--- src/hdl/tpq_pkg.sv ---
// Package for the two-level priority queue: sizes, command and status codes,
// entry and neighbour-link types, and the ranking function.
// No dependencies.
package tpq_pkg;

  localparam int DEPTH      = 16;
  localparam int TIME_BITS  = 16;
  localparam int ID_CHARS   = 5;
  localparam int CODE_CHARS = 3;
  localparam int ID_W       = 8 * ID_CHARS;
  localparam int CODE_W     = 8 * CODE_CHARS;
  localparam int WAIT_W     = 16;
  localparam int CNT_W      = 5;
  localparam int TOT_W      = 20;

  typedef enum logic [1:0] {
    OP_INSERT = 2'd0,
    OP_REMOVE = 2'd1,
    OP_TICK   = 2'd2,
    OP_NOP    = 2'd3
  } op_t;

  typedef enum logic [1:0] {
    ST_OK    = 2'd0,
    ST_FULL  = 2'd1,
    ST_EMPTY = 2'd2
  } status_t;

  typedef struct packed {
    logic [ID_W-1:0]      id;
    logic [CODE_W-1:0]    code;
    logic [TIME_BITS-1:0] tleft;
    logic                 emg;
    logic [WAIT_W-1:0]    waited;
  } entry_t;

  typedef struct packed {
    entry_t entry;
    logic   valid;
    logic   outr;
  } link_t;

  localparam link_t EDGE_LEFT  = '{entry: '0, valid: 1'b0, outr: 1'b1};
  localparam link_t EDGE_RIGHT = '{entry: '0, valid: 1'b0, outr: 1'b0};

  function automatic logic outranks(input logic s_emg, input logic [TIME_BITS-1:0] s_time,
                                    input logic n_emg, input logic [TIME_BITS-1:0] n_time);
    logic r;
    if (s_emg != n_emg) begin
      r = s_emg;
    end else begin
      r = (s_time < n_time);
    end
    return r;
  endfunction

endpackage

--- src/hdl/tpq_cell.sv ---
// One queue cell: holds one entry and its valid flag, compares it with the
// incoming entry and shifts to or from its neighbours. Uses tpq_pkg.
module tpq_cell (
  input  logic           clk,
  input  logic           rst,
  input  tpq_pkg::op_t   op,
  input  tpq_pkg::entry_t new_entry,
  input  tpq_pkg::link_t left,
  input  tpq_pkg::link_t right,
  output tpq_pkg::link_t link
);

  tpq_pkg::entry_t entry;
  tpq_pkg::entry_t entry_next;
  logic            valid;
  logic            valid_next;
  logic            outr;

  always_comb begin
    outr       = valid && tpq_pkg::outranks(entry.emg, entry.tleft,
                                            new_entry.emg, new_entry.tleft);
    entry_next = entry;
    valid_next = valid;
    case (op)
      tpq_pkg::OP_INSERT: begin
        if (!outr) begin
          if (left.outr) begin
            entry_next = new_entry;
            valid_next = 1'b1;
          end else begin
            entry_next = left.entry;
            valid_next = left.valid;
          end
        end
      end
      tpq_pkg::OP_REMOVE: begin
        entry_next = right.entry;
        valid_next = right.valid;
      end
      tpq_pkg::OP_TICK: begin
        if (valid) begin
          if (entry.tleft != '0) begin
            entry_next.tleft = entry.tleft - 1'b1;
          end
          if (entry.waited != '1) begin
            entry_next.waited = entry.waited + 1'b1;
          end
        end
      end
      default: begin
      end
    endcase
  end

  always_ff @(posedge clk) begin
    entry <= entry_next;
    if (rst) begin
      valid <= 1'b0;
    end else begin
      valid <= valid_next;
    end
  end

  assign link.entry = entry;
  assign link.valid = valid;
  assign link.outr  = outr;

endmodule

--- src/hdl/two_level_priority_queue.sv ---
// Top level of the two-level priority queue: a row of tpq_cell instances,
// running count and total, and the result register. Uses tpq_pkg, tpq_cell.
//
//   channel | direction | handshake            | payload
//   in      | input     | in_valid / in_stall   | cmd, flight_id, airport_code, time_left,
//           |           |                       | is_emergency
//   out     | output    | out_valid / out_stall | status, head_*, entry_count, total_time
//
// Every command is applied at the accepting edge: the whole cell row and the
// output register update together at that edge.
// A new command is taken in the same cycle as the previous result leaves;
// in_stall is high only while a result is held by out_stall.
// Reset empties the queue at once and drops any waiting result.
module two_level_priority_queue (
  input  logic                              clk,
  input  logic                              rst,
  input  logic                              in_valid,
  output logic                              in_stall,
  input  logic [1:0]                        cmd,
  input  logic [tpq_pkg::ID_W-1:0]          flight_id,
  input  logic [tpq_pkg::CODE_W-1:0]        airport_code,
  input  logic [tpq_pkg::TIME_BITS-1:0]     time_left,
  input  logic                              is_emergency,
  output logic                              out_valid,
  input  logic                              out_stall,
  output logic [1:0]                        status,
  output logic [tpq_pkg::ID_W-1:0]          head_id,
  output logic [tpq_pkg::CODE_W-1:0]        head_code,
  output logic [tpq_pkg::TIME_BITS-1:0]     head_time,
  output logic                              head_emergency,
  output logic [tpq_pkg::WAIT_W-1:0]        head_waited,
  output logic [tpq_pkg::CNT_W-1:0]         entry_count,
  output logic [tpq_pkg::TOT_W-1:0]         total_time
);

  tpq_pkg::link_t  links [tpq_pkg::DEPTH];
  tpq_pkg::link_t  lefts [tpq_pkg::DEPTH];
  tpq_pkg::link_t  rights [tpq_pkg::DEPTH];
  tpq_pkg::entry_t new_entry;
  tpq_pkg::op_t    cmd_op;
  tpq_pkg::op_t    op;
  tpq_pkg::status_t st;
  logic            accept;
  logic            full;
  logic            empty;
  logic [tpq_pkg::DEPTH-1:0] ticking;
  logic [tpq_pkg::CNT_W-1:0] count;
  logic [tpq_pkg::CNT_W-1:0] count_next;
  logic [tpq_pkg::TOT_W-1:0] total;
  logic [tpq_pkg::TOT_W-1:0] total_next;
  logic            popped;

  assign accept = in_valid && !in_stall;
  assign in_stall = out_valid && out_stall;
  assign full  = (count == tpq_pkg::CNT_W'(tpq_pkg::DEPTH));
  assign empty = (count == '0);
  assign cmd_op = tpq_pkg::op_t'(cmd);

  assign new_entry.id     = flight_id;
  assign new_entry.code   = airport_code;
  assign new_entry.tleft  = time_left;
  assign new_entry.emg    = is_emergency;
  assign new_entry.waited = '0;

  always_comb begin
    op = tpq_pkg::OP_NOP;
    st = tpq_pkg::ST_OK;
    if (accept) begin
      case (cmd_op)
        tpq_pkg::OP_INSERT: begin
          if (full) begin
            st = tpq_pkg::ST_FULL;
          end else begin
            op = tpq_pkg::OP_INSERT;
          end
        end
        tpq_pkg::OP_REMOVE: begin
          if (empty) begin
            st = tpq_pkg::ST_EMPTY;
          end else begin
            op = tpq_pkg::OP_REMOVE;
          end
        end
        tpq_pkg::OP_TICK: op = tpq_pkg::OP_TICK;
        default: op = tpq_pkg::OP_NOP;
      endcase
    end
  end

  for (genvar i = 0; i < tpq_pkg::DEPTH; i++) begin : g_cell
    if (i == 0) begin : g_first
      assign lefts[i] = tpq_pkg::EDGE_LEFT;
    end else begin : g_mid
      assign lefts[i] = links[i-1];
    end
    if (i == tpq_pkg::DEPTH - 1) begin : g_last
      assign rights[i] = tpq_pkg::EDGE_RIGHT;
    end else begin : g_inner
      assign rights[i] = links[i+1];
    end
    assign ticking[i] = links[i].valid && (links[i].entry.tleft != '0);

    tpq_cell u_cell (
      .clk       (clk),
      .rst       (rst),
      .op        (op),
      .new_entry (new_entry),
      .left      (lefts[i]),
      .right     (rights[i]),
      .link      (links[i])
    );
  end

  assign popped = (op == tpq_pkg::OP_REMOVE);

  always_comb begin
    count_next = count;
    total_next = total;
    case (op)
      tpq_pkg::OP_INSERT: begin
        count_next = count + 1'b1;
        total_next = total + tpq_pkg::TOT_W'(time_left);
      end
      tpq_pkg::OP_REMOVE: begin
        count_next = count - 1'b1;
        total_next = total - tpq_pkg::TOT_W'(links[0].entry.tleft);
      end
      tpq_pkg::OP_TICK: begin
        total_next = total - tpq_pkg::TOT_W'($countones(ticking));
      end
      default: begin
      end
    endcase
  end

  always_ff @(posedge clk) begin
    if (rst) begin
      count     <= '0;
      total     <= '0;
      out_valid <= 1'b0;
    end else begin
      count <= count_next;
      total <= total_next;
      if (accept) begin
        out_valid <= 1'b1;
      end else if (!out_stall) begin
        out_valid <= 1'b0;
      end
    end
  end

  always_ff @(posedge clk) begin
    if (accept) begin
      status         <= st;
      head_id        <= popped ? links[0].entry.id     : '0;
      head_code      <= popped ? links[0].entry.code   : '0;
      head_time      <= popped ? links[0].entry.tleft  : '0;
      head_emergency <= popped ? links[0].entry.emg    : 1'b0;
      head_waited    <= popped ? links[0].entry.waited : '0;
      entry_count    <= count_next;
      total_time     <= total_next;
    end
  end

endmodule

--- config.mk ---
export PLATFORM = sky130hd
export DESIGN_NAME = two_level_priority_queue
export DESIGN_NICKNAME = d
export VERILOG_FILES = /design/src/hdl/tpq_pkg.sv /design/src/hdl/tpq_cell.sv /design/src/hdl/two_level_priority_queue.sv
export SDC_FILE = /design/constraint.sdc
export NUM_CORES = 2
export LEC_CHECK = 0
export BUFFER_PORTS_ARGS = -buffer_cell sky130_fd_sc_hd__buf_2
export CAP_MARGIN = 10
export CORE_AREA = 3 3 448 672
export CTS_BUF_LIST = sky130_fd_sc_hd__clkbuf_8
export CTS_CLUSTER_DIAMETER = 40
export DETAILED_ROUTE_END_ITERATION = 16
export DIE_AREA = 0 0 451 675
export SETUP_SLACK_MARGIN = 0.5
export SYNTH_ARGS = -nofsm -noshare
export SYNTH_HDL_FRONTEND = slang
export SYNTH_SLANG_ARGS = --single-unit
export TNS_END_PERCENT = 5
--- constraint.sdc ---
create_clock -name clk -period 11 [get_ports clk]
set_input_delay 1.1 -clock clk [delete_from_list [all_inputs] [get_ports clk]]
set_output_delay 1.1 -clock clk [all_outputs]
set_load 0.02 [all_outputs]
# Word-level counts from Yosys, hierarchy flattened

Cells that the tools add are included.

$add $sub $neg: 52
Multiply operators: 0
Divide/modulo/power cells: 0
Order comparisons: 16
Equal/unequal tests: 102
Shifts and indexed selects: 0
Multiplexer cells: 233
Bitwise gates (word level): 0
Reduce and logical (&&, ||, !) cells: 104

Operator list:

| cell                                                                     | count |
|---|---|
| 97-bit two-way mux                                                       | 31 |
| 64-bit one-hot mux with 2 select lines                                   | 16 |
| 16-bit one-hot mux with 3 select lines                                   | 32 |
| 16-bit two-way mux                                                       | 64 |
| 16-bit by 1-bit adder with 16-bit output (second input constant)         | 16 |
| 16-bit less-than comparator                                              | 16 |
| 16-bit inequality test (second input constant)                           | 16 |
| 16-bit nonzero test                                                      | 16 |
| 16-bit by 1-bit subtractor with 16-bit output (second input constant)    | 16 |
| 4-bit AND reduction                                                      | 32 |
| 2-bit by 1-bit inequality test with 1-bit output (second input constant) | 33 |
| 2-bit inequality test (second input constant)                            | 32 |
| 1-bit one-hot mux with 2 select lines                                    | 32 |
| 20-bit one-hot mux with 3 select lines                                   | 1 |
| 1-bit two-way mux                                                        | 50 |
| 1-bit logical AND                                                        | 34 |
| 2-bit AND reduction                                                      | 16 |
| 20-bit by 16-bit adder with 20-bit output                                | 1 |
| 20-bit by 16-bit subtractor with 20-bit output                           | 1 |
| 20-bit by 5-bit subtractor with 20-bit output                            | 1 |
| 1-bit by 1-bit adder with 2-bit output                                   | 8 |
| 1-bit inequality test                                                    | 16 |
| 2-bit by 2-bit adder with 3-bit output                                   | 4 |
| 5-bit one-hot mux with 2 select lines                                    | 1 |
| 15 further kinds                                                         | 22 |

Register bits after elaboration: 1718
Latch bits: 0
RAM bits: 0
Bits in read-only memories: 0
Bits of input ports: 87
Output and inout port bits: 126
Logic and storage cells: 614
Memories kept: 0

# Longest topological paths before layout

Depth in word-level cells: 8
Gate-level depth with buffers: 27
Mapped depth without buffers: 25

# By module

A second synthesis with hierarchy kept.

Cells, all modules: 10654
Area total of the unflattened synthesis: 109155.9 µm²

By module, submodules not included:

| module                           | instances | cells an instance | area an instance (µm²) | seq. area each (µm²) |
|---|---|---|---|---|
| tpq_cell at g_cell[0].u_cell ... | 9         | 611               | 6239.7                 | 2932.8 |
| tpq_cell at g_cell[4].u_cell ... | 6         | 615               | 6293.5                 | 2932.8 |
| two_level_priority_queue         | 1         | 839               | 8992.4                 | 4244.1 |
| tpq_cell at g_cell[12].u_cell    | 1         | 626               | 6244.7                 | 2932.8 |

# Worst setup path after synthesis

No wires, ideal clock.

Path kind: input port to flip-flop
Start point: in out_stall
End point: reg g_cell[4].u_cell.entry, in the netlist g_cell[4].u_cell.link[18], enable pin
Setup time: 578 ps
Data arrival time: 7840 ps
Data required time: 10422 ps
Path slack: 2582 ps
Stages: 10
Buffers on the path: 3
Cell sequence: and2_1 nand2b_1 or4_1 inv_1 ha_1 clkbuf_1 clkinv_1 clkbuf_1 clkbuf_1 o21ai_0

Word-level cells in the longest chain between the ends: 7
Elaborated cells between the ends (all ways): 9
Classes of those cells: eq/ne (2); mux (1); reduce/logical (6)

RTL lines:

| what                                                                                     | line                           | RTL |
|---|---|---|
| start: declaration                                                                       | two_level_priority_queue.sv:25 | `input logic out_stall,` |
| 1-bit logical AND (*)                                                                    | two_level_priority_queue.sv:54 | `assign in_stall = out_valid && out_stall;` |
| 1-bit zero test (*)                                                                      | two_level_priority_queue.sv:53 | `assign accept = in_valid && !in_stall;` |
| 1-bit logical AND (*)                                                                    | two_level_priority_queue.sv:53 |  |
| 2-bit two-way mux (*)                                                                    | two_level_priority_queue.sv:68 | `if (accept) begin` |
| 2-bit zero test / 2-bit by 1-bit equality test with 1-bit output (equally long branches) | tpq_cell.sv:24                 | `case (op)` |
| 2-bit inequality test (no line) / 2-bit nonzero test (equally long branches)             | n/a                            |  |
| 2-bit AND reduction (no line) (*)                                                        | n/a                            |  |
| end signal: assignment                                                                   | tpq_cell.sv:56                 | `entry <= entry_next;` |
| end: declaration                                                                         | tpq_cell.sv:13                 | `tpq_pkg::entry_t entry;` |

Every way passes the cells marked *; elsewhere a longest branch is shown, timed or not.
A chain may end at the register's enable or synchronous reset.

# Final worst setup path

Start point: reg g_cell[6].u_cell.entry, in the netlist g_cell[6].u_cell.link[25]
End point: reg total_time[11] in the netlist's numbering, data pin

Word-level cells in the longest chain between the ends: 8

RTL lines:

| what                                                         | line                            | RTL |
|---|---|---|
| start: declaration                                           | tpq_cell.sv:13                  |  |
| start signal: assignment                                     | tpq_cell.sv:56                  |  |
| 16-bit nonzero test                                          | two_level_priority_queue.sv:101 | `assign ticking[i] = links[i].valid && (links[i].entry.tleft != '0);` |
| 1-bit logical AND                                            | two_level_priority_queue.sv:101 |  |
| 1-bit by 1-bit adder with 2-bit output (implied by the code) | two_level_priority_queue.sv:129 | `total_next = total - tpq_pkg::TOT_W'($countones(ticking));` |
| 2-bit by 2-bit adder with 3-bit output (implied by the code) | two_level_priority_queue.sv:129 |  |
| 3-bit by 3-bit adder with 4-bit output (implied by the code) | two_level_priority_queue.sv:129 |  |
| 4-bit by 4-bit adder with 5-bit output (implied by the code) | two_level_priority_queue.sv:129 |  |
| 20-bit by 5-bit subtractor with 20-bit output                | two_level_priority_queue.sv:129 |  |
| 20-bit one-hot mux with 3 select lines                       | two_level_priority_queue.sv:119 | `case (op)` |
| via total_next, one bit                                      | two_level_priority_queue.sv:50  | `logic [tpq_pkg::TOT_W-1:0] total_next;` |
| end signal: assignment                                       | two_level_priority_queue.sv:161 | `total_time <= total_next;` |
| end: declaration                                             | two_level_priority_queue.sv:33  | `output logic [tpq_pkg::TOT_W-1:0] total_time` |

The timed path passes the listed nets, and every way through them passes these cells.

==> results.json <==
{
  "status": "finished, final reports clean",
  "reg2reg_depth": 23,
  "synth_ff_type": "edfxtp_1",
  "seq_area_frac_synth": 0.495,
  "max-cap-violations": 0,
  "route.detailed.drc": 0,
  "start_util": 0.349,
  "ir_worst_vdd_mv": 0.107,
  "fp.dieH_um": 675,
  "core_area_um2": 296000,
  "cts_hold_buf": 0,
  "grt_usage": 0.269,
  "min_delay_path_depth": 2,
  "finalWirelength_mm": 427,
  "synth.distinct_cells": 89,
  "skew_ps": 96.2,
  "cts_resized": 0,
  "synth_nets": 10800,
  "cp-start-kind": "flip-flop",
  "synth_area_um2": 103000,
  "fillCellCount": 29400,
  "fmax_mhz": 123,
  "yosysTopAreaCell": "edfxtp_1",
  "dp_hpwl_mm": 270,
  "num_vias": 90400,
  "power_leakage_nw": 40.4,
  "setup_viol": 0,
  "ioPinCount": 213,
  "required_ps": 11700,
  "die_w_um": 451,
  "syn_to_final_growth_pct": 10.3,
  "rsz0062_at_grt": "no",
  "grt_use_met1": 0.303,
  "slew-limit-headroom": 0.0646,
  "global_route.usage.met2": 0.453,
  "avgViaCountPerCell": 6.31,
  "min_path_type": "primary input to flip-flop",
  "ys_warn_count": 0,
  "critical_path.endpoint_type": "flip-flop",
  "tightest_slew_ps": 1400,
  "insertion_delay_ps": 1050,
  "synth.area.top_cells": "edfxtp_1 (49%), mux2i_1 (4.8%), o21ai_0 (4.5%), nand2_1 (3.9%), ha_1 (3.9%)",
  "drt_iter0_markers": 9975,
  "dieArea_um2": 304000,
  "syn_avg_cell_area_um2": 10.0,
  "tns_ps": 0,
  "critical_path.max_fanout": 9,
  "yosys.area.top_type_share": 0.487,
  "first_pass_iters": 8,
  "busiest_layer": "met2",
  "wl_per_cell_um": 29.8,
  "finalMaxSlewViolations": 0,
  "dp_cells": 13800,
  "cts.sinks": 1718,
  "drive_above_1_share": 0.108,
  "port_buffers": 212,
  "root_buffer": "clkbuf_8",
  "cts.clk_slew.worst_paths_ps": 60,
  "worst-setup-path-type": "flip-flop to flip-flop",
  "grt_pass1_wl_mm": 616,
  "cts_tree": "yes",
  "rows": 245,
  "synth-edff-count": 1676,
  "netlist_instances": 10300,
  "grt_max_degree": 218,
  "fin_util": 0.385,
  "worstPathArrival_ps": 8840,
  "globalplace.congestion": 0.989,
  "grt_pass1_vias": 90200,
  "async_flop_share": 0,
  "grt_overflow": 0,
  "synth_most_common_cell": "edfxtp_1",
  "pwr_density_cell_nw_per_um2": 166,
  "ant_nets": 0,
  "yosys-top-cells-count": "edfxtp_1 (1676), nand2_1 (1086), o21ai_0 (923)",
  "whs_ps": 380,
  "ys_ff_latch": 1718,
  "clk_path_buf_depth": 4,
  "grt_antenna_before_repair": 36,
  "hold_violations": 0,
  "fin_nets": 10600,
  "grt_use_met3": 0.0567,
  "htreeDepth": 5,
  "fin_cells": 14300,
  "cts_buffers": 325,
  "post_cts_buffers": 0,
  "post-route-period-util": 0.739,
  "final.min_clock_period_ps": 8130
}
==> stage by stage <==
| step | setup WS [ps] | total power [W] | cell area [um^2] |
|---|---|---|---|
| finish | 2870 | 0.0189 | 114000 |
| global route | 2640 | 0.0197 | 114000 |
| global placement | 3060 | 0.0127 | 108000 |
| floorplan | 2580 | 0.0112 | 103000 |
| CTS | 3060 | 0.0189 | 114000 |
| detailed placement | 3130 | 0.0127 | 108000 |
==> per-layer routing <==
metal  vias to the layer above  wire, um
met5                         -       139
met4                        22     35200
met3                      1569     37200
met2                      5163    205000
met1                     44800    150000
li1                      38900         -
==> critical path, cell delays in order (launching register included) <==
cell and delay (ps):
edfxtp_1 530, or4_4 600, or4_1 480, or3_1 380
nor3_1 190, nor2_1 290, fa_1 540, fa_1 530
inv_1 80, ha_1 170, or2_2 290, fa_1 480
fa_1 570, inv_1 60, fa_1 520, inv_1 60
ha_1 310, o211ai_1 140, a21oi_1 570, nor2_1 200
nand2_1 120, mux2_2 330, a222oi_1 300, inv_1 90
==> cells in the final DEF (no fill, tap or decap), types with 320 or more instances in the layout <==
master / netlist / layout
a21oi_1: 345 / 339
clkbuf_8: 0 / 348
edfxtp_1: 1676 / 1676
ha_1: 323 / 320
mux2i_1: 495 / 495
nand2_1: 1086 / 1083
nor2_1: 629 / 607
nor3_1: 753 / 739
nor4_1: 376 / 376
o21ai_0: 923 / 913
o22ai_1: 353 / 352
==> power by group <==
group          internal [W]  switching, W
combinational       0.00137       0.00259
clock               0.00319       0.00301
sequential          0.00810      0.000656
total                0.0127       0.00625
==> area by class of cell <==
| type | instances | area (um^2) | share of cell area |
|---|---|---|---|
| sequential | 1718 | 51200 | 0.449 |
| multi-input combinational | 7508 | 48400 | 0.425 |
| tap | 3952 | 4940 | 0.0434 |
| clock buffer | 348 | 4790 | 0.0420 |
| timing repair buffer | 433 | 2860 | 0.0251 |
| clock inverter | 215 | 1250 | 0.0110 |
| inverter | 147 | 567 | 0.00497 |
| antenna | 14 | 35.0 | 0.000307 |
==> state kept, by name, summed over array words and instances (netlist names), 16 cells and up <==
register and count:
g_cell.u_cell.link 1552, head_id 40, head_code 24, total 20
total_time 20, g_cell.u_cell.valid 16, head_time 16, head_waited 16
==> worst paths after layout <==
kind / to / slack, ps / from
setup reg to reg: total_time[11] / 2870 / g_cell[6].u_cell.link[25]
hold reg to reg: g_cell[4].u_cell.link[42] / 500 / g_cell[5].u_cell.link[42]
setup / recovery: total_time[11] / 2870 / g_cell[6].u_cell.link[25]
hold / removal: out_valid / 380 / in_valid
==> cell families (layout without fill, tap and decap cells) <==
family | after synthesis | after routing | share of synthesized area
adder cells (fa/ha/maj) | 343 | 343 | 0.0430
AO/OA/AOI/OAI | 2494 | 2494 | 0.154
multiplexers | 569 | 569 | 0.0560
flip-flops | 1718 | 1718 | 0.495
AND/OR/NAND/NOR | 3668 | 3668 | 0.173
XOR/XNOR | 434 | 434 | 0.0368
buffers and inverters | 1106 | 1143 | 0.0427
other | 0 | 14 | 0
No activity file was read; power rests on OpenSTA's default activity.
